## src/rtl/qswd_pkg.sv

```systemverilog
package qswd_pkg;

    localparam int NUM_CELLS = 16;
    localparam int NUM_ROT   = 4;
    localparam int SYM_VALS  = 4;

    typedef enum logic [1:0] {
        REG_SYNC_CODE       = 2'd0,
        REG_COMPARE_MASK    = 2'd1,
        REG_ERROR_THRESHOLD = 2'd2,
        REG_FRAME_LEN       = 2'd3
    } reg_index_t;

    typedef logic [1:0] sym_t;
    typedef logic [1:0] rot_t;
    typedef logic [1:0] err_t;
    typedef err_t [NUM_ROT-1:0] err_set_t;

    typedef struct packed {
        logic found;
        rot_t phase;
    } match_t;

    localparam logic [63:0] START_BACK = 64'd15;
    localparam logic [18:0] TAG_EXTRA  = 19'd16;

    localparam sym_t ROT_MAP [NUM_ROT][SYM_VALS] = '{
        '{2'd0, 2'd1, 2'd2, 2'd3},
        '{2'd1, 2'd3, 2'd0, 2'd2},
        '{2'd3, 2'd2, 2'd1, 2'd0},
        '{2'd2, 2'd0, 2'd3, 2'd1}
    };

    function automatic sym_t rot_sym(input rot_t rot, input sym_t s);
        return ROT_MAP[rot][s];
    endfunction

    function automatic err_t count_bits(input sym_t d);
        return {1'b0, d[1]} + {1'b0, d[0]};
    endfunction

endpackage

```

## src/rtl/qswd_cell.sv

```systemverilog
module qswd_cell
    import qswd_pkg::*;
(
    input  logic     aclk,
    input  logic     aresetn,
    input  logic     shift_en,
    input  sym_t     sym_in,
    input  sym_t     code_sym,
    input  sym_t     mask_sym,
    output sym_t     sym_out,
    output err_set_t err_cnt
);

    sym_t sym_reg;
    sym_t sym_next;

    always_comb begin
        sym_next = shift_en ? sym_in : sym_reg;
    end

    always_ff @(posedge aclk) begin
        if (!aresetn) begin
            sym_reg <= '0;
        end else begin
            sym_reg <= sym_next;
        end
    end

    // The comparison looks at the symbol this cell takes in on the current shift.
    always_comb begin
        for (int r = 0; r < NUM_ROT; r++) begin
            err_cnt[r] = count_bits((sym_in ^ rot_sym(rot_t'(r), code_sym)) & mask_sym);
        end
    end

    assign sym_out = sym_reg;

endmodule

```

## src/rtl/qswd_match.sv

```systemverilog
module qswd_match
    import qswd_pkg::*;
(
    input  err_set_t    err_cnt [NUM_CELLS],
    input  logic [5:0]  threshold,
    output match_t      match
);

    localparam int GROUPS    = 4;
    localparam int PER_GROUP = NUM_CELLS / GROUPS;

    logic [3:0]         grp_sum [NUM_ROT][GROUPS];
    logic [5:0]         total   [NUM_ROT];
    logic [NUM_ROT-1:0] hit;

    always_comb begin
        for (int r = 0; r < NUM_ROT; r++) begin
            for (int g = 0; g < GROUPS; g++) begin
                grp_sum[r][g] = '0;
                for (int k = 0; k < PER_GROUP; k++) begin
                    grp_sum[r][g] = grp_sum[r][g] + {2'b00, err_cnt[g*PER_GROUP+k][r]};
                end
            end
            total[r] = '0;
            for (int g = 0; g < GROUPS; g++) begin
                total[r] = total[r] + {2'b00, grp_sum[r][g]};
            end
            hit[r] = (total[r] <= threshold);
        end
    end

    always_comb begin
        match = '0;
        priority if (hit[0]) begin
            match.found = 1'b1;
            match.phase = 2'd0;
        end else if (hit[1]) begin
            match.found = 1'b1;
            match.phase = 2'd1;
        end else if (hit[2]) begin
            match.found = 1'b1;
            match.phase = 2'd2;
        end else if (hit[3]) begin
            match.found = 1'b1;
            match.phase = 2'd3;
        end else begin
            match = '0;
        end
    end

endmodule

```

## src/rtl/qpsk_sync_word_detector_unit.sv

```systemverilog
// Channel   Direction  Handshake           Payload
// s_        in         s_valid / s_ready   s_symbol_in[7:0]
// m_        out        m_valid / m_ready   symbol_out, sync_found, phase_index,
//                                          sync_start[63:0], tagged_length[18:0]
// cfg_      in         cfg_wr_en           cfg_index[1:0], cfg_wdata[31:0]
//
// One transaction is taken per cycle unless stalled; its result is registered.
// The chain of sixteen symbol cells and the four masked error counts settle
// in the cycle of acceptance, so the skip decision is ready for the next symbol.
// A single output register holds the result; input is taken whenever it is
// empty or drained in the same cycle. Synchronous active-low reset clears the
// symbol chain, the counters and the output valid flag, and restores the
// configuration defaults.
module qpsk_sync_word_detector_unit
    import qswd_pkg::*;
(
    input  logic        aclk,
    input  logic        aresetn,

    input  logic        s_valid,
    output logic        s_ready,
    input  logic [7:0]  s_symbol_in,

    output logic        m_valid,
    input  logic        m_ready,
    output logic [7:0]  m_symbol_out,
    output logic        m_sync_found,
    output logic [1:0]  m_phase_index,
    output logic [63:0] m_sync_start,
    output logic [18:0] m_tagged_length,

    input  logic        cfg_wr_en,
    input  logic [1:0]  cfg_index,
    input  logic [31:0] cfg_wdata
);

    logic [31:0] sync_code_reg;
    logic [31:0] compare_mask_reg;
    logic [5:0]  error_threshold_reg;
    logic [15:0] frame_len_reg;

    logic [4:0]  fill_reg,  fill_next;
    logic [17:0] skip_reg,  skip_next;
    logic [63:0] item_reg,  item_next;

    logic        m_valid_reg, m_valid_next;
    logic [7:0]  symbol_reg;
    logic        found_reg;
    logic [1:0]  phase_reg;
    logic [63:0] start_reg;
    logic [18:0] tag_reg;

    logic        s_accept;
    logic        shift_en;
    logic        full;
    logic        hit;
    match_t      match;

    sym_t        cell_in  [NUM_CELLS];
    sym_t        cell_out [NUM_CELLS];
    err_set_t    err_cnt  [NUM_CELLS];

    assign s_ready  = !m_valid_reg || m_ready;
    assign s_accept = s_valid && s_ready;
    assign shift_en = s_accept && (skip_reg == '0);
    assign full     = fill_reg[4] || (fill_reg == 5'd15);
    assign hit      = shift_en && full && match.found;

    assign cell_in[0] = s_symbol_in[1:0];

    for (genvar k = 0; k < NUM_CELLS; k++) begin : g_cell
        if (k > 0) begin : g_link
            assign cell_in[k] = cell_out[k-1];
        end
        qswd_cell u_cell (
            .aclk     (aclk),
            .aresetn  (aresetn),
            .shift_en (shift_en),
            .sym_in   (cell_in[k]),
            .code_sym (sync_code_reg[2*k+1:2*k]),
            .mask_sym (compare_mask_reg[2*k+1:2*k]),
            .sym_out  (cell_out[k]),
            .err_cnt  (err_cnt[k])
        );
    end

    qswd_match u_match (
        .err_cnt   (err_cnt),
        .threshold (error_threshold_reg),
        .match     (match)
    );

    always_ff @(posedge aclk) begin
        if (!aresetn) begin
            sync_code_reg       <= '0;
            compare_mask_reg    <= '1;
            error_threshold_reg <= '0;
            frame_len_reg       <= '0;
        end else if (cfg_wr_en) begin
            unique case (reg_index_t'(cfg_index))
                REG_SYNC_CODE:       sync_code_reg       <= cfg_wdata;
                REG_COMPARE_MASK:    compare_mask_reg    <= cfg_wdata;
                REG_ERROR_THRESHOLD: error_threshold_reg <= cfg_wdata[5:0];
                REG_FRAME_LEN:       frame_len_reg       <= cfg_wdata[15:0];
                default:             sync_code_reg       <= sync_code_reg;
            endcase
        end
    end

    always_comb begin
        fill_next = fill_reg;
        skip_next = skip_reg;
        item_next = item_reg;
        if (s_accept) begin
            item_next = item_reg + 64'd1;
            if (skip_reg != '0) begin
                skip_next = skip_reg - 18'd1;
            end else begin
                if (!fill_reg[4]) begin
                    fill_next = fill_reg + 5'd1;
                end
                if (hit) begin
                    skip_next = {frame_len_reg, 2'b00};
                end
            end
        end
    end

    always_comb begin
        m_valid_next = m_valid_reg;
        if (s_accept) begin
            m_valid_next = 1'b1;
        end else if (m_ready) begin
            m_valid_next = 1'b0;
        end
    end

    always_ff @(posedge aclk) begin
        if (!aresetn) begin
            fill_reg    <= '0;
            skip_reg    <= '0;
            item_reg    <= '0;
            m_valid_reg <= 1'b0;
        end else begin
            fill_reg    <= fill_next;
            skip_reg    <= skip_next;
            item_reg    <= item_next;
            m_valid_reg <= m_valid_next;
        end
    end

    always_ff @(posedge aclk) begin
        if (s_accept) begin
            symbol_reg <= s_symbol_in;
            found_reg  <= hit;
            phase_reg  <= hit ? match.phase : 2'd0;
            start_reg  <= hit ? (item_reg - START_BACK) : 64'd0;
            tag_reg    <= hit ? ({1'b0, frame_len_reg, 2'b00} + TAG_EXTRA) : 19'd0;
        end
    end

    assign m_valid         = m_valid_reg;
    assign m_symbol_out    = symbol_reg;
    assign m_sync_found    = found_reg;
    assign m_phase_index   = phase_reg;
    assign m_sync_start    = start_reg;
    assign m_tagged_length = tag_reg;

endmodule

```

## config.mk

```make
export PLATFORM = sky130hd
export DESIGN_NAME = qpsk_sync_word_detector_unit
export DESIGN_NICKNAME = d
export VERILOG_FILES = /design/src/rtl/qswd_pkg.sv /design/src/rtl/qswd_cell.sv /design/src/rtl/qswd_match.sv /design/src/rtl/qpsk_sync_word_detector_unit.sv
export SDC_FILE = /design/constraint.sdc
export NUM_CORES = 1
export LEC_CHECK = 0
export BUFFER_PORTS_ARGS = -buffer_cell sky130_fd_sc_hd__buf_2
export CAP_MARGIN = 20
export CORE_MARGIN = 3
export CORE_UTILIZATION = 36
export CTS_CLUSTER_DIAMETER = 60
export CTS_CLUSTER_SIZE = 25
export DETAILED_ROUTE_END_ITERATION = 8
export GPL_TIMING_DRIVEN = 0
export PLACE_DENSITY = 0.58
export SYNTH_ARGS = -nofsm -noshare
export SYNTH_HDL_FRONTEND = slang
export SYNTH_SLANG_ARGS = --single-unit
```

## constraint.sdc

```tcl
create_clock -name aclk -period 16.35 [get_ports aclk]
set_input_delay 0.8175 -clock aclk [delete_from_list [all_inputs] [get_ports aclk]]
set_output_delay 0.8175 -clock aclk [all_outputs]
set_load 0.01 [all_outputs]
```

* Yosys cells after proc, flatten, opt, wreduce, memory -nomap -nowiden
Index checks and enable logic that the tools add are counted.
** Operators by class
- Add/subtract/negate cells :: 129
- Multiply operators :: 0
- Divide/modulo/power cells :: 0
- Magnitude comparators :: 20
- Equality and inequality tests :: 4
- Shift operators :: 0
- Multiplexer cells :: 201
- Bitwise gates (word level) :: 147
- Reductions and logical operators :: 21
** Operators with widths (number)
- 2-bit binary-select mux with 2-bit select :: 64
- 2-bit 2-to-1 mux :: 128
- 1-bit by 1-bit adder with 2-bit output :: 64
- 4-bit by 2-bit adder with 4-bit output :: 32
- 2-bit AND :: 64
- 2-bit bitwise XOR :: 64
- 64-bit by 1-bit adder with 64-bit output (second input constant) :: 1
- 64-bit by 4-bit subtractor with 64-bit output (second input constant) :: 1
- 2-bit by 2-bit adder with 3-bit output :: 16
- 6-bit by 4-bit adder with 6-bit output :: 8
- 3-bit greater-or-equal comparator (second input constant) :: 16
- 2-bit inverter with 3-bit output :: 16
- 18-bit 2-to-1 mux :: 2
- 6-bit less-or-equal comparator :: 4
- 4-bit by 4-bit adder with 5-bit output :: 4
- 18-bit by 5-bit adder with 19-bit output (second input constant) :: 1
- 18-bit logical NOT :: 1
- 18-bit nonzero test :: 1
- 18-bit by 1-bit subtractor with 18-bit output (second input constant) :: 1
- 3-bit 2-to-1 mux :: 4
- 2-bit AND reduction :: 6
- 5-bit by 1-bit adder with 5-bit output (second input constant) :: 1
- 5-bit by 4-bit == test with 1-bit output (second input constant) :: 1
- 5-bit 2-to-1 mux :: 1
- other kinds (12) :: 21
** Storage, ports and cells
- Flip-flop bits (word level) :: 298
- Bits in latches :: 0
- Memory bits (writable) :: 0
- Bits in read-only memories :: 0
- Output and inout port bits :: 96
- Word-level logic and storage cells :: 552
- Memories :: 0

* Longest topological paths before layout
Gate-level depths: netlist (run 1).
- Word-level depth :: 21
- Gate-level depth with buffers :: 30
- Gate-level depth less buffers :: 29

* By module
A second synthesis (run 1) with hierarchy kept.
** Unflattened totals
- Cells, all modules :: 2097
- Area, all modules :: 19399.9 µm²
** By module, submodules not included
- qpsk_sync_word_detector_unit :: instances 1, cells each 1300, area an instance 12066.6 µm², sequential area each 6246.0 µm²
- qswd_match :: instances 1, cells each 413, area an instance 4050.1 µm², sequential area each 0.0 µm²
- qswd_cell :: instances 16, cells each 24, area an instance 205.2 µm², sequential area each 40.0 µm²

* Worst setup path after synthesis (run 1)
Ideal clock, no wire load.
- Kind :: input-to-reg
- From :: input port s_symbol_in[1]
- To :: register start_reg[50] (netlist: m_sync_start[50]) (data pin)
- Setup time :: 257 ps
- Arrival :: 6923 ps
- Required time :: 16093 ps
- Path slack :: 9170 ps
- Stages on the path :: 26
- Cells stage by stage :: xor2_1 or2_2 fa_1 inv_1 ha_1 fa_1 fa_1 inv_1 fa_1 fa_1 xor2_1 fa_1 inv_1 ha_1 a21o_1 a21oi_1 xnor2_1 ha_1 a21oi_1 a21boi_0 o32a_1 nand4_1 nand2_2 buf_2 buf_2 nor2_1
** On the way
- Word-level cells in the longest chain between the ends :: 15
- Elaborated cells between the ends (all ways) :: 45
- Classes of those cells :: add/sub: 28; order compare: 4; mux: 4; bitwise: 8; reduce/logical: 1
** RTL lines
- start, declared :: RTL line qpsk_sync_word_detector_unit.sv:22 : input logic [7:0] s_symbol_in,
- 2-bit bitwise XOR :: RTL line qswd_cell.sv:32 : err_cnt[r] = count_bits((sym_in ^ rot_sym(rot_t'(r), code_sym)) & mask_sym);
- 2-bit AND :: RTL line qswd_cell.sv:32
- 1-bit by 1-bit adder with 2-bit output :: RTL line qswd_pkg.sv:39 : return {1'b0, d[1]} + {1'b0, d[0]};
- 2-bit by 2-bit adder with 3-bit output :: RTL line qswd_match.sv:21 : grp_sum[r][g] = grp_sum[r][g] + {2'b00, err_cnt[g*PER_GROUP+k][r]};
- 4-bit by 2-bit adder with 4-bit output (2 in series) :: RTL line qswd_match.sv:21
- 4-bit by 4-bit adder with 5-bit output :: RTL line qswd_match.sv:26 : total[r] = total[r] + {2'b00, grp_sum[r][g]};
- 6-bit by 4-bit adder with 6-bit output (2 in series) :: RTL line qswd_match.sv:26
- 6-bit less-or-equal comparator :: RTL line qswd_match.sv:28 : hit[r] = (total[r] <= threshold);
- 3-bit 2-to-1 mux :: RTL line qswd_match.sv:43 : end else if (hit[3]) begin
- 3-bit 2-to-1 mux :: RTL line qswd_match.sv:40 : end else if (hit[2]) begin
- 3-bit 2-to-1 mux :: RTL line qswd_match.sv:37 : end else if (hit[1]) begin
- 3-bit 2-to-1 mux (*) :: RTL line qswd_match.sv:34 : priority if (hit[0]) begin
- 1-bit logical AND (*) :: RTL line qpsk_sync_word_detector_unit.sv:67 : assign hit = shift_en && full && match.found;
- end signal, assigned :: RTL line qpsk_sync_word_detector_unit.sv:157 : start_reg <= hit ? (item_reg - START_BACK) : 64'd0;
- end, declared :: RTL line qpsk_sync_word_detector_unit.sv:50 : logic [63:0] start_reg;
Mark *: on every way between the ends. The rest lies on a longest branch, timed or not.
A chain may end at the register's enable or synchronous reset.

* Final worst setup path (run 1)
- From :: input port s_symbol_in[1]
- To :: register start_reg[3] (netlist: m_sync_start[3]) (data pin)
Same word-level chain as after synthesis.

==> metrics.md, run 1 <==
| Metric | Value |
|---|---|
| Outcome | `finished, final reports clean` |
| DRT iter0 DRCs | `between 1,000 and 1,500` |
| Startpoint Class | `input port` |
| Setup violators final | `0` |
| Synthesized area | `18,800 sq um` |
| Dpl hpwl | `around 40,000 um` |
| Vias in the first global route | `about 15,000` |
| Hold buffer count at CTS | `0` |
| Setup TNS | `0 ns` |
| Largest net degree at the start of global routing | `69` |
| Endpoints failing hold | `0` |
| Site Rows | `between 80 and 90` |
| Cell count after placement | `between 2,000 and 3,000` |
| RSZ-0062 raised after global routing | `no` |
| DR vias/cell | `between 5 and 6` |
| Seq/Total Area, Yosys | `0.364` |
| Ports | `143` |
| Gates resized, CTS repair | `0` |
| Via count | `between 10,000 and 15,000` |
| Overall die area | `roughly 55,000 sq um` |
| Multi-input logic area | `about 11,000 sq um` |
| FFs w/ async S/R, synth | `0` |
| CTS tree | `done` |
| Fillers | `slightly above 5,000` |
| Hold WS | `about 0.42 ns` |
| Most frequent cells in the layout | `nand2_1, dfxtp_1, nor2_1` |
| Gpl congestion | `roughly 0.89` |
| Initial antenna violation count | `0` |
| Clock root cell | `clkbuf_16` |
| H-tree depth | `2` |
| Max-slew violations | `0` |
| Worst Path Arrival | `8.20 ns` |
| Worst skew pair latency | `around 0.57 ns` |
| Share of cells above drive strength 1 | `0.118` |
| Initial Util | `0.365` |
| Drt first pass iters | `7` |
| Worst hold path type | `in -> reg` |
| CP dominant cell by count | `fa_1` |
| Peak supply drop | `0.209 mV` |
| Final min period | `a little under 8 ns` |
| Worst slew pin tran | `1.02 ns` |
| Post-CTS Setup Bufs | `0` |
| Number of max-cap violations | `0` |
| Slowest stage cell, crit path | `clkbuf_1` |
| FF+latch area | `between 6000 and 7000 sq um` |
| Clk_skew | `between 0.03 and 0.04 ns` |
| Die height | `roughly 230 um` |
| Number of buffers created by CTS | `34` |
| Syn avg cell area | `8.98 sq um` |
| Most common cell after layout, fill and taps aside | `nand2_1` |
| FMAX | `~0.13 GHz` |
| First-pass GRT wire length | `slightly above 80,000 um` |
| Crit share post-route | `0.486` |
| DRC Markers | `0` |
| GRT Total Usage | `0.189` |
| CTS sink count | `slightly below 300` |
| WS Path Type | `in -> reg` |
| Data required time of the critical path | `between 15 and 20 ns` |
| Die X | `235 um` |
| Pre-CTS setup slack | `just under 8 ns` |
| Area of the core | `51,500 sq um` |
| Clock slew at the register clock pins of the worst setup and hold paths | `0.07 ns` |
| Crit end category | `flip-flop` |
| Hold path depth | `1` |
| GRT Residual Overflow | `0` |
| Leak | `9.09 nW` |
| Number of enable flip-flop cells after synthesis | `roughly 90` |
| Non-filler cells, final | `2,977` |
| Yosys warning total | `0` |
| Crit-path max FO | `10` |
| Yosys cell types | `69` |
| Pwr Density | `168 nW/um^2` |
| Max_slew headroom | `0.320` |
| Inserted Diodes | `0` |
| Average routed wire per standard cell | `17.3 um` |
| Main synth FF type | `dfxtp_1` |
| Flop and latch count out of synthesis | `approximately 300` |
| Buffers on Ports | `approximately 140` |
| Routed WL | `between 50,000 and 60,000 um` |
| Mapped Cells | `2,093` |
| Reg2Reg Depth | `28` |
| Synthesis-to-finish area growth | `14.7%` |
| Critical Path Max Stage Delay | `around 0.6 ns` |
| Worst-case clock buffer depth | `3` |
| Final net count | `~2,500` |
| Final setup slack of the worst path | `8.40 ns` |
| DRT antenna net count | `0` |
==> cell usage after synthesis (10+ instances only) <==
cell	n	area (sq um)
nor2b_1	34	213
and3_1	17	106
nor3_1	47	235
xor2_1	60	526
fa_1	88	1760
a21o_1	24	180
nand4_1	32	200
or3_1	27	169
a21oi_1	143	716
inv_1	160	601
nor2_1	183	687
edfxtp_1	92	2760
o21ai_0	22	110
dfxtp_1	204	4080
nor4_1	34	213
nand2_1	271	1020
clkbuf_1	77	289
and2_1	54	338
ha_1	108	1350
o211ai_1	20	150
or2_2	20	125
nand2b_1	28	175
or4_1	14	105
xnor2_1	159	1390
nand3_1	51	255
buf_2	17	85.1
mux2i_1	10	100
==> report_power, final <==
part	switching, mW	internal, mW	leakage [nW]	total (mW)
registers	0.0334	0.793	2.58	0.827
clock network	0.358	0.449	0.565	0.807
logic	1.15	0.839	5.94	1.99
==> cell type report <==
class	count	area share
Inverter	161	0.0281
Buffer	104	0.0201
Sequential cell	296	0.318
Tap cell	680	0.0395
Clock buffer	35	0.0396
Timing Repair Buffer	141	0.0338
Multi-Input combinational cell	1533	0.506
Clock inverter	27	0.0150
==> worst max-delay path, delay by kind of cell <==
kind	cells	cell delay [ns]
compound gates	5	0.90
fa+ha+maj	9	3.45
xor+xnor	2	0.54
simple gates	7	1.48
buf+inv	6	1.01
==> per-stage QoR <==
step	util	power, mW	cell area [sq um]
after global routing	0.419	3.96	21600
final	0.419	3.62	21600
after detailed placement	0.396	2.81	20400
after floorplan	-	2.32	18800
after global placement	0.395	2.73	20300
after CTS	0.419	3.63	21600
==> cell families (layout without fill, tap and decap cells) <==
| kind of cell | Yosys count | count (layout) | synth area share |
|---|---|---|---|
| and+or+nand+nor | 855 | 855 | 0.227 |
| buffers and inverters | 265 | 468 | 0.0552 |
| DFF | 296 | 296 | 0.364 |
| AOI/OAI and AO/OA | 250 | 250 | 0.0798 |
| xor gates and xnor gates | 219 | 219 | 0.102 |
| other | 1 | 2 | 0.000199 |
| adders and majority gates | 196 | 196 | 0.166 |
| muxes | 11 | 11 | 0.00592 |
==> worst paths after layout <==
kind                                                          startpoint  slack, ns                             to
worst min-delay path                                      s_symbol_in[5]       0.42      m_symbol_out[5]$_DFFE_PP_
worst max register to register  g_cell[3].u_cell.sym_out[1]$_SDFFE_PN0P_       8.44  m_sync_start[3]$_SDFFCE_PN0P_
worst min register to register             frame_len_reg[1]$_SDFFE_PN0P_       0.48  frame_len_reg[1]$_SDFFE_PN0P_
worst max-delay path                                      s_symbol_in[1]       8.40  m_sync_start[3]$_SDFFCE_PN0P_
==> layer usage <==
| metal | track usage | part of all wire | wire (um) | vias to the layer above |
|---|---|---|---|---|
| met5 | 0 | 0 | 0 | - |
| li1 | - | - | - | 7348 |
| met2 | 0.306 | 0.46 | 23600 | 391 |
| met4 | 0.0470 | 0.019 | 998 | 0 |
| met3 | 0.0264 | 0.057 | 2930 | 61 |
| met1 | 0.268 | 0.47 | 24100 | 7183 |
Power figures use the tool's default switching activity.
==> run 2, diff against run 1 <==
==> constraint.sdc (replaced) <==
create_clock -name aclk -period 8.07 [get_ports aclk]
set_input_delay 0.4035 -clock aclk [delete_from_list [all_inputs] [get_ports aclk]]
set_output_delay 0.4035 -clock aclk [all_outputs]
set_load 0.01 [all_outputs]
==> run 2 against run 1 <==
Clock power grew 100%. Sequential power grew 100%. Non-clock buffer count grew 6. Total power grew 100%. Setup slack lost 7.9 ns. Via count grew 0.22%. Clock skew shrank 0.0027 ns. First-iteration DRC count grew 1.5%. Count of clock-buffer cells in the layout is the same. Critical path depth is the same. Largest cell class unchanged. Highest routed layer unchanged.
==> metrics.md, run 2 (synthesis gave the netlist of run 1 again) <==
| Metric | Value |
|---|---|
| Outcome | `finished, final reports clean (unchanged)` |
| Initial Util | `0.365 (unchanged)` |
| Data required time of the critical path | `8.37 ns (was 16.60 ns)` |
| GRT Residual Overflow | `0 (unchanged)` |
| Setup TNS | `0 ns (unchanged)` |
| Site Rows | `83 (unchanged)` |
| Most frequent cells in the layout | `nand2_1, dfxtp_1, nor2_1 (unchanged)` |
| Largest net degree at the start of global routing | `69 (unchanged)` |
| Vias in the first global route | `14,619 (was 14,607)` |
| Synthesis-to-finish area growth | `15.0% (was 14.7%)` |
| Overall die area | `55,000 sq um (unchanged)` |
| Gpl congestion | `0.894 (unchanged)` |
| Share of cells above drive strength 1 | `0.119 (was 0.118)` |
| Area of the core | `51,500 sq um (unchanged)` |
| Via count | `15,016 (was 14,983)` |
| Setup violators final | `0 (unchanged)` |
| DRT iter0 DRCs | `1,047 (was 1,032)` |
| Final min period | `between 7 and 8 ns` |
| Most common cell after layout, fill and taps aside | `nand2_1 (unchanged)` |
| Cell count after placement | `2,914 (unchanged)` |
| DRC Markers | `0 (unchanged)` |
| Critical Path Max Stage Delay | `0.51 ns (was 0.59 ns)` |
| Endpoints failing hold | `0 (unchanged)` |
| Clock root cell | `clkbuf_16 (unchanged)` |
| Worst-case clock buffer depth | `3 (unchanged)` |
| Crit end category | `flip-flop (unchanged)` |
| Die X | `235 um (unchanged)` |
| Worst slew pin tran | `1.02 ns (about the same)` |
| DR vias/cell | `5.03 (about the same)` |
| Final net count | `2,520 (was 2,514)` |
| Crit-path max FO | `10 (unchanged)` |
| Pwr Density | `343 nW/um^2 (was 168 nW/um^2)` |
| Drt first pass iters | `5 (was 7)` |
| CP dominant cell by count | `fa_1 (unchanged)` |
| Average routed wire per standard cell | `17.3 um (about the same)` |
| Routed WL | `51,600 um (about the same)` |
| Non-filler cells, final | `2,983 (was 2,977)` |
| CTS sink count | `296 (unchanged)` |
| RSZ-0062 raised after global routing | `no (unchanged)` |
| Max_slew headroom | `0.317 (was 0.320)` |
| Power Total | `7.41 mW (was 3.62 mW)` |
| H-tree depth | `2 (unchanged)` |
| Startpoint Class | `flip-flop (was input port)` |
| Max-slew violations | `0 (unchanged)` |
| DRT antenna net count | `0 (unchanged)` |
| Number of max-cap violations | `0 (unchanged)` |
| Clock slew at the register clock pins of the worst setup and hold paths | `0.07 ns (about the same)` |
| Number of buffers created by CTS | `34 (unchanged)` |
| GRT Total Usage | `0.189 (about the same)` |
| CTS tree | `done (unchanged)` |
| Worst skew pair latency | `0.57 ns (about the same)` |
| Die height | `235 um (unchanged)` |
| Peak supply drop | `0.421 mV (was 0.209 mV)` |
| Inserted Diodes | `0 (unchanged)` |
| Slowest stage cell, crit path | `fa_1 (was clkbuf_1)` |
| Ports | `143 (unchanged)` |
| Worst hold path type | `in -> reg (unchanged)` |
| Initial antenna violation count | `0 (unchanged)` |
| Dpl hpwl | `40,100 um (unchanged)` |
| WS Path Type | `reg -> reg (was in -> reg)` |
| Clk_skew | `0.0333 ns (was 0.0360 ns)` |
| Crit share post-route | `0.937` |
| Buffers on Ports | `139 (unchanged)` |
| First-pass GRT wire length | `81,300 um (about the same)` |
| Leak | `9.12 nW (was 9.09 nW)` |
| FMAX | `~0.13 GHz` |
| Worst Path Arrival | `7.86 ns (was 8.20 ns)` |
## run 2: cell count changes in the layout (fill, tap and decap cells not counted), sizes merged
| cell | before | now |
|---|---|---|
| dlygate4sd3 | 0 | 4 |
| clkbuf | 112 | 113 |
| buf | 168 | 169 |
## run 2: worst max-delay path: cells and delay by family (launching register included)
| family | cells | cell delay, ns |
|---|---|---|
| adders and majority gates | 9 | 3.48 |
| and+or+nand+nor | 7 | 1.23 |
| AOI/OAI and AO/OA | 5 | 0.90 |
| buffers and inverters | 6 | 0.81 |
| xor gates and xnor gates | 2 | 0.54 |
| DFF | 1 | 0.34 |
## run 2: layer usage
layer / track usage / up-vias / part of all wire
met5: 0 / - / 0
li1: - / 7363 / -
met1: 0.268 / 7191 / 0.47
met2: 0.306 / 401 / 0.46
met3: 0.0263 / 61 / 0.056
met4: 0.0470 / 0 / 0.020
## run 2: worst paths after layout
| check | startpoint | end | slack [ns] | cells past startpoint |
|---|---|---|---|---|
| hold / removal | s_symbol_in[3] | m_symbol_out[3]$_DFFE_PP_ | 0.03 | 1 |
| setup / recovery | g_cell[3].u_cell.sym_out[1]$_SDFFE_PN0P_ | m_sync_start[51]$_SDFFCE_PN0P_ | 0.51 | 29 |
| hold reg to reg | frame_len_reg[1]$_SDFFE_PN0P_ | frame_len_reg[1]$_SDFFE_PN0P_ | 0.48 | 2 |
| setup reg to reg | g_cell[3].u_cell.sym_out[1]$_SDFFE_PN0P_ | m_sync_start[51]$_SDFFCE_PN0P_ | 0.51 | 29 |
## run 2: repair_timing
item	CTS	global route
hold buffers	4	0
endpoints found under the setup margin	0	50
resized for setup	0	6
setup buffers	0	2
endpoints found under the hold margin	4	0
## run 2: where the power goes
group          switching, mW  internal (mW)  total (mW)  leakage (nW)
Sequential            0.0680           1.61        1.68          2.58
Combinational           2.34           1.76        4.10          5.98
Clock                  0.727          0.910        1.64         0.565
Total                   3.14           4.27        7.41          9.12
## run 2: layout make-up
cell class	instances	area [sq um]
flip-flops and latches	296	6850
clock buffers	35	855
repair buffers	147	783
well taps	680	851
clock inverters	27	324
fillers	5173	29900
inverters	161	607
plain buffers	104	439
multi-input cells	1533	10900
## run 2: metrics by stage
stage / util / hold WS (ns) / cell area [sq um] / setup WS, ns
after floorplan: - / 0.437 / 18800 / 1.30
after global placement: 0.395 / 0.453 / 20300 / 0.199
after detailed placement: 0.396 / 0.468 / 20400 / 0.0367
after CTS: 0.419 / 0.00332 / 21600 / 0.193
after global routing: 0.420 / 0.0147 / 21600 / 0.0844
final: 0.420 / 0.0330 / 21600 / 0.508
==> run 3, diff against run 2 <==
--- a/config.mk
+++ b/config.mk
@@ -5,15 +5,15 @@
 export SDC_FILE = /design/constraint.sdc
 export NUM_CORES = 1
 export LEC_CHECK = 0
-export BUFFER_PORTS_ARGS = -buffer_cell sky130_fd_sc_hd__buf_2
 export CAP_MARGIN = 20
 export CORE_MARGIN = 3
 export CORE_UTILIZATION = 36
 export CTS_CLUSTER_DIAMETER = 60
 export CTS_CLUSTER_SIZE = 25
 export DETAILED_ROUTE_END_ITERATION = 8
+export DONT_BUFFER_PORTS = 1
 export GPL_TIMING_DRIVEN = 0
-export PLACE_DENSITY = 0.58
+export PLACE_DENSITY = 0.56
 export SYNTH_ARGS = -nofsm -noshare
 export SYNTH_HDL_FRONTEND = slang
 export SYNTH_SLANG_ARGS = --single-unit
==> run 3 against run 2 <==
Critical path depth shrank 4. Total power shrank 2.6%. Combinational power shrank 1%. Clock skew grew 0.0012 ns. Largest power group unchanged. Sequential share of layout area grew 0.70 points. Non-clock buffer count shrank 105. Largest cell class unchanged. Final cell count shrank 3.7%. Sequential power is essentially flat. Flip-flop and latch count is the same. Design area shrank 2.2%. Routed wire length grew 1.8%.
==> metrics.md, run 3 (synthesis gave the netlist of run 1 again) <==
| Metric | Value |
|---|---|
| Reg2Reg Depth | `25 (was 29)` |
| Max-slew violations | `0 (unchanged)` |
| Average routed wire per standard cell | `18.3 um (was 17.3 um)` |
| Clock root cell | `clkbuf_16 (unchanged)` |
| WS Path Type | `reg -> reg (unchanged)` |
| H-tree depth | `1 (was 2)` |
| R2R Path End | `m_tagged_length[6]$_SDFFCE_PN0P_ (was m_sync_start[51]$_SDFFCE_PN0P_)` |
| FF+latch area | `6850 sq um (unchanged)` |
| Max_slew headroom | `0.192 (was 0.317)` |
| Endpoints failing hold | `0 (unchanged)` |
| Outcome | `finished, final reports clean (unchanged)` |
| Drt first pass iters | `4 (was 5)` |
| DRT antenna net count | `0 (unchanged)` |
| Data required time of the critical path | `8.39 ns (was 8.37 ns)` |
| Crit-path max FO | `10 (unchanged)` |
| Crit end category | `flip-flop (unchanged)` |
| Site Rows | `83 (unchanged)` |
| Via count | `14,653 (was 15,016)` |
| Worst reg-to-reg setup slack | `0.40 ns (was 0.51 ns)` |
| GRT Residual Overflow | `0 (unchanged)` |
| CTS tree | `done (unchanged)` |
| Final setup slack of the worst path | `0.404 ns (was 0.508 ns)` |
| DR vias/cell | `5.10 (was 5.03)` |
| Slowest stage cell, crit path | `fa_1 (unchanged)` |
| Multi-input logic area | `10,900 sq um (unchanged)` |
| Buffers on Ports | `0 (was 139)` |
| First-pass GRT wire length | `81,700 um (was 81,300 um)` |
| Worst-case clock buffer depth | `3 (unchanged)` |
| Clock slew at the register clock pins of the worst setup and hold paths | `0.08 ns (was 0.07 ns)` |
| Ports | `143 (unchanged)` |
| RR Startpoint | `g_cell[3].u_cell.sym_out[1]$_SDFFE_PN0P_ (unchanged)` |
| Non-filler cells, final | `2,873 (was 2,983)` |
| Vias in the first global route | `14,415 (was 14,619)` |
| CP dominant cell by count | `fa_1 (unchanged)` |
| Leak | `8.62 nW (was 9.12 nW)` |
| Initial Util | `0.365 (unchanged)` |
| Hold path depth | `3 (was 1)` |
| Die X | `235 um (unchanged)` |
| Overall die area | `55,000 sq um (unchanged)` |
| Peak supply drop | `0.503 mV (was 0.421 mV)` |
| Placed Instance Area | `19,700 sq um (was 20,400 sq um)` |
| Dpl hpwl | `40,700 um (was 40,100 um)` |
| Most common cell after layout, fill and taps aside | `nand2_1 (unchanged)` |
| Gpl congestion | `0.878 (was 0.894)` |
| Worst slew pin tran | `1.21 ns (was 1.02 ns)` |
| Most frequent cells in the layout | `nand2_1, dfxtp_1, nor2_1 (unchanged)` |
| Power Total | `7.21 mW (was 7.41 mW)` |
| Die height | `235 um (unchanged)` |
| Post-Route Utilization | `0.411 (was 0.420)` |
| GRT Total Usage | `0.191 (was 0.189)` |
| Cell count after placement | `2,775 (was 2,914)` |
| Fillers | `5,206 (was 5,173)` |
| FMAX | `0.130 GHz (was 0.132 GHz)` |
| Hold Path End | `compare_mask_reg[0]$_SDFFE_PN1P_ (was m_symbol_out[3]$_DFFE_PP_)` |
| Crit share post-route | `0.950 (was 0.937)` |
| Largest net degree at the start of global routing | `64 (was 69)` |
| Worst Path Arrival | `7.99 ns (was 7.86 ns)` |
| CTS sink count | `296 (unchanged)` |
| Pre-CTS setup slack | `0.158 ns (was 0.0367 ns)` |
| DRT iter0 DRCs | `934 (was 1,047)` |
| DRC Markers | `0 (unchanged)` |
| Synthesis-to-finish area growth | `12.5% (was 15.0%)` |
| Initial antenna violation count | `2 (was 0)` |
| Clk_skew | `0.0345 ns (was 0.0333 ns)` |
| Final Cell Area | `21,200 sq um (was 21,600 sq um)` |
| Share of cells above drive strength 1 | `0.0579 (was 0.119)` |
| Number of buffers created by CTS | `31 (was 34)` |
| Setup violators final | `0 (unchanged)` |
| Pwr Density | `341 nW/um^2 (was 343 nW/um^2)` |
| Routed WL | `52,600 um (was 51,600 um)` |
| Min-Delay Startpoint | `cfg_wr_en (was s_symbol_in[3])` |
| Worst skew pair latency | `0.61 ns (was 0.57 ns)` |
| Worst hold path type | `in -> reg (unchanged)` |
| Final net count | `2,412 (was 2,520)` |
| Critical Path Max Stage Delay | `0.52 ns (was 0.51 ns)` |
| Area of the core | `51,500 sq um (unchanged)` |
| Inserted Diodes | `0 (unchanged)` |
| Number of max-cap violations | `0 (unchanged)` |
| Final min period | `7.67 ns (was 7.56 ns)` |
| Startpoint Class | `flip-flop (unchanged)` |
run 3: routing by layer:
layer,GRT usage,part of all wire,up-vias
li1,-,-,7161
met1,0.266,0.47,7061
met2,0.309,0.45,354
met3,0.0290,0.054,75
met4,0.0542,0.027,2
met5,0,0.00025,-
run 3: power by group:
group / switching [mW] / internal (mW)
Sequential: 0.0816 / 1.61
Combinational: 2.32 / 1.72
Clock: 0.723 / 0.757
run 3: layout make-up:
type,instances,area share
inverter,161,0.0287
multi-input combinational,1533,0.516
sequential,296,0.324
tap,680,0.0402
timing repair buffer,42,0.0206
clock inverter,23,0.0122
clock buffer,34,0.0377
buffer,104,0.0208
run 3: metrics by stage:
step,hold WS (ns),TNS (ns)
2_1_floorplan,0.437,0
3_3_place_gp,0.451,0
3_5_place_dp,0.454,0
4_1_cts,0.0448,0
5_1_grt,0.102,-0.0597
6_report,0.0776,0
run 3: repair_timing:
item / in CTS / in global routing
setup endpoints to repair: 0 / 51
endpoints found under the hold margin: 96 / 0
gates resized for setup: 0 / 5
hold buffers: 40 / 0
setup buffers: 0 / 1
run 3: worst max-delay path, delay by kind of cell (launching register included):
family                     cells  cell delay, ns
xor gates and xnor gates       3            0.66
adders and majority gates      9            3.84
and+or+nand+nor                4            0.91
buffers and inverters          4            0.71
DFF                            1            0.35
AOI/OAI and AO/OA              5            0.88
run 3: how the worst max path moves through the flow:
stage | from | cells past startpoint | endpoint
3_3_place_gp | g_cell[3].u_cell.sym_out[1]$_SDFFE_PN0P_ | 28 | m_sync_start[4]$_SDFFCE_PN0P_
4_1_cts | g_cell[3].u_cell.sym_out[1]$_SDFFE_PN0P_ | 25 | m_sync_start[4]$_SDFFCE_PN0P_
3_5_place_dp | g_cell[3].u_cell.sym_out[1]$_SDFFE_PN0P_ | 25 | m_sync_start[4]$_SDFFCE_PN0P_
6_report | g_cell[3].u_cell.sym_out[1]$_SDFFE_PN0P_ | 25 | m_tagged_length[6]$_SDFFCE_PN0P_
5_1_grt | g_cell[3].u_cell.sym_out[1]$_SDFFE_PN0P_ | 28 | m_tagged_length[6]$_SDFFCE_PN0P_
2_1_floorplan | s_symbol_in[1] | 26 | m_sync_start[50]$_SDFFCE_PN0P_
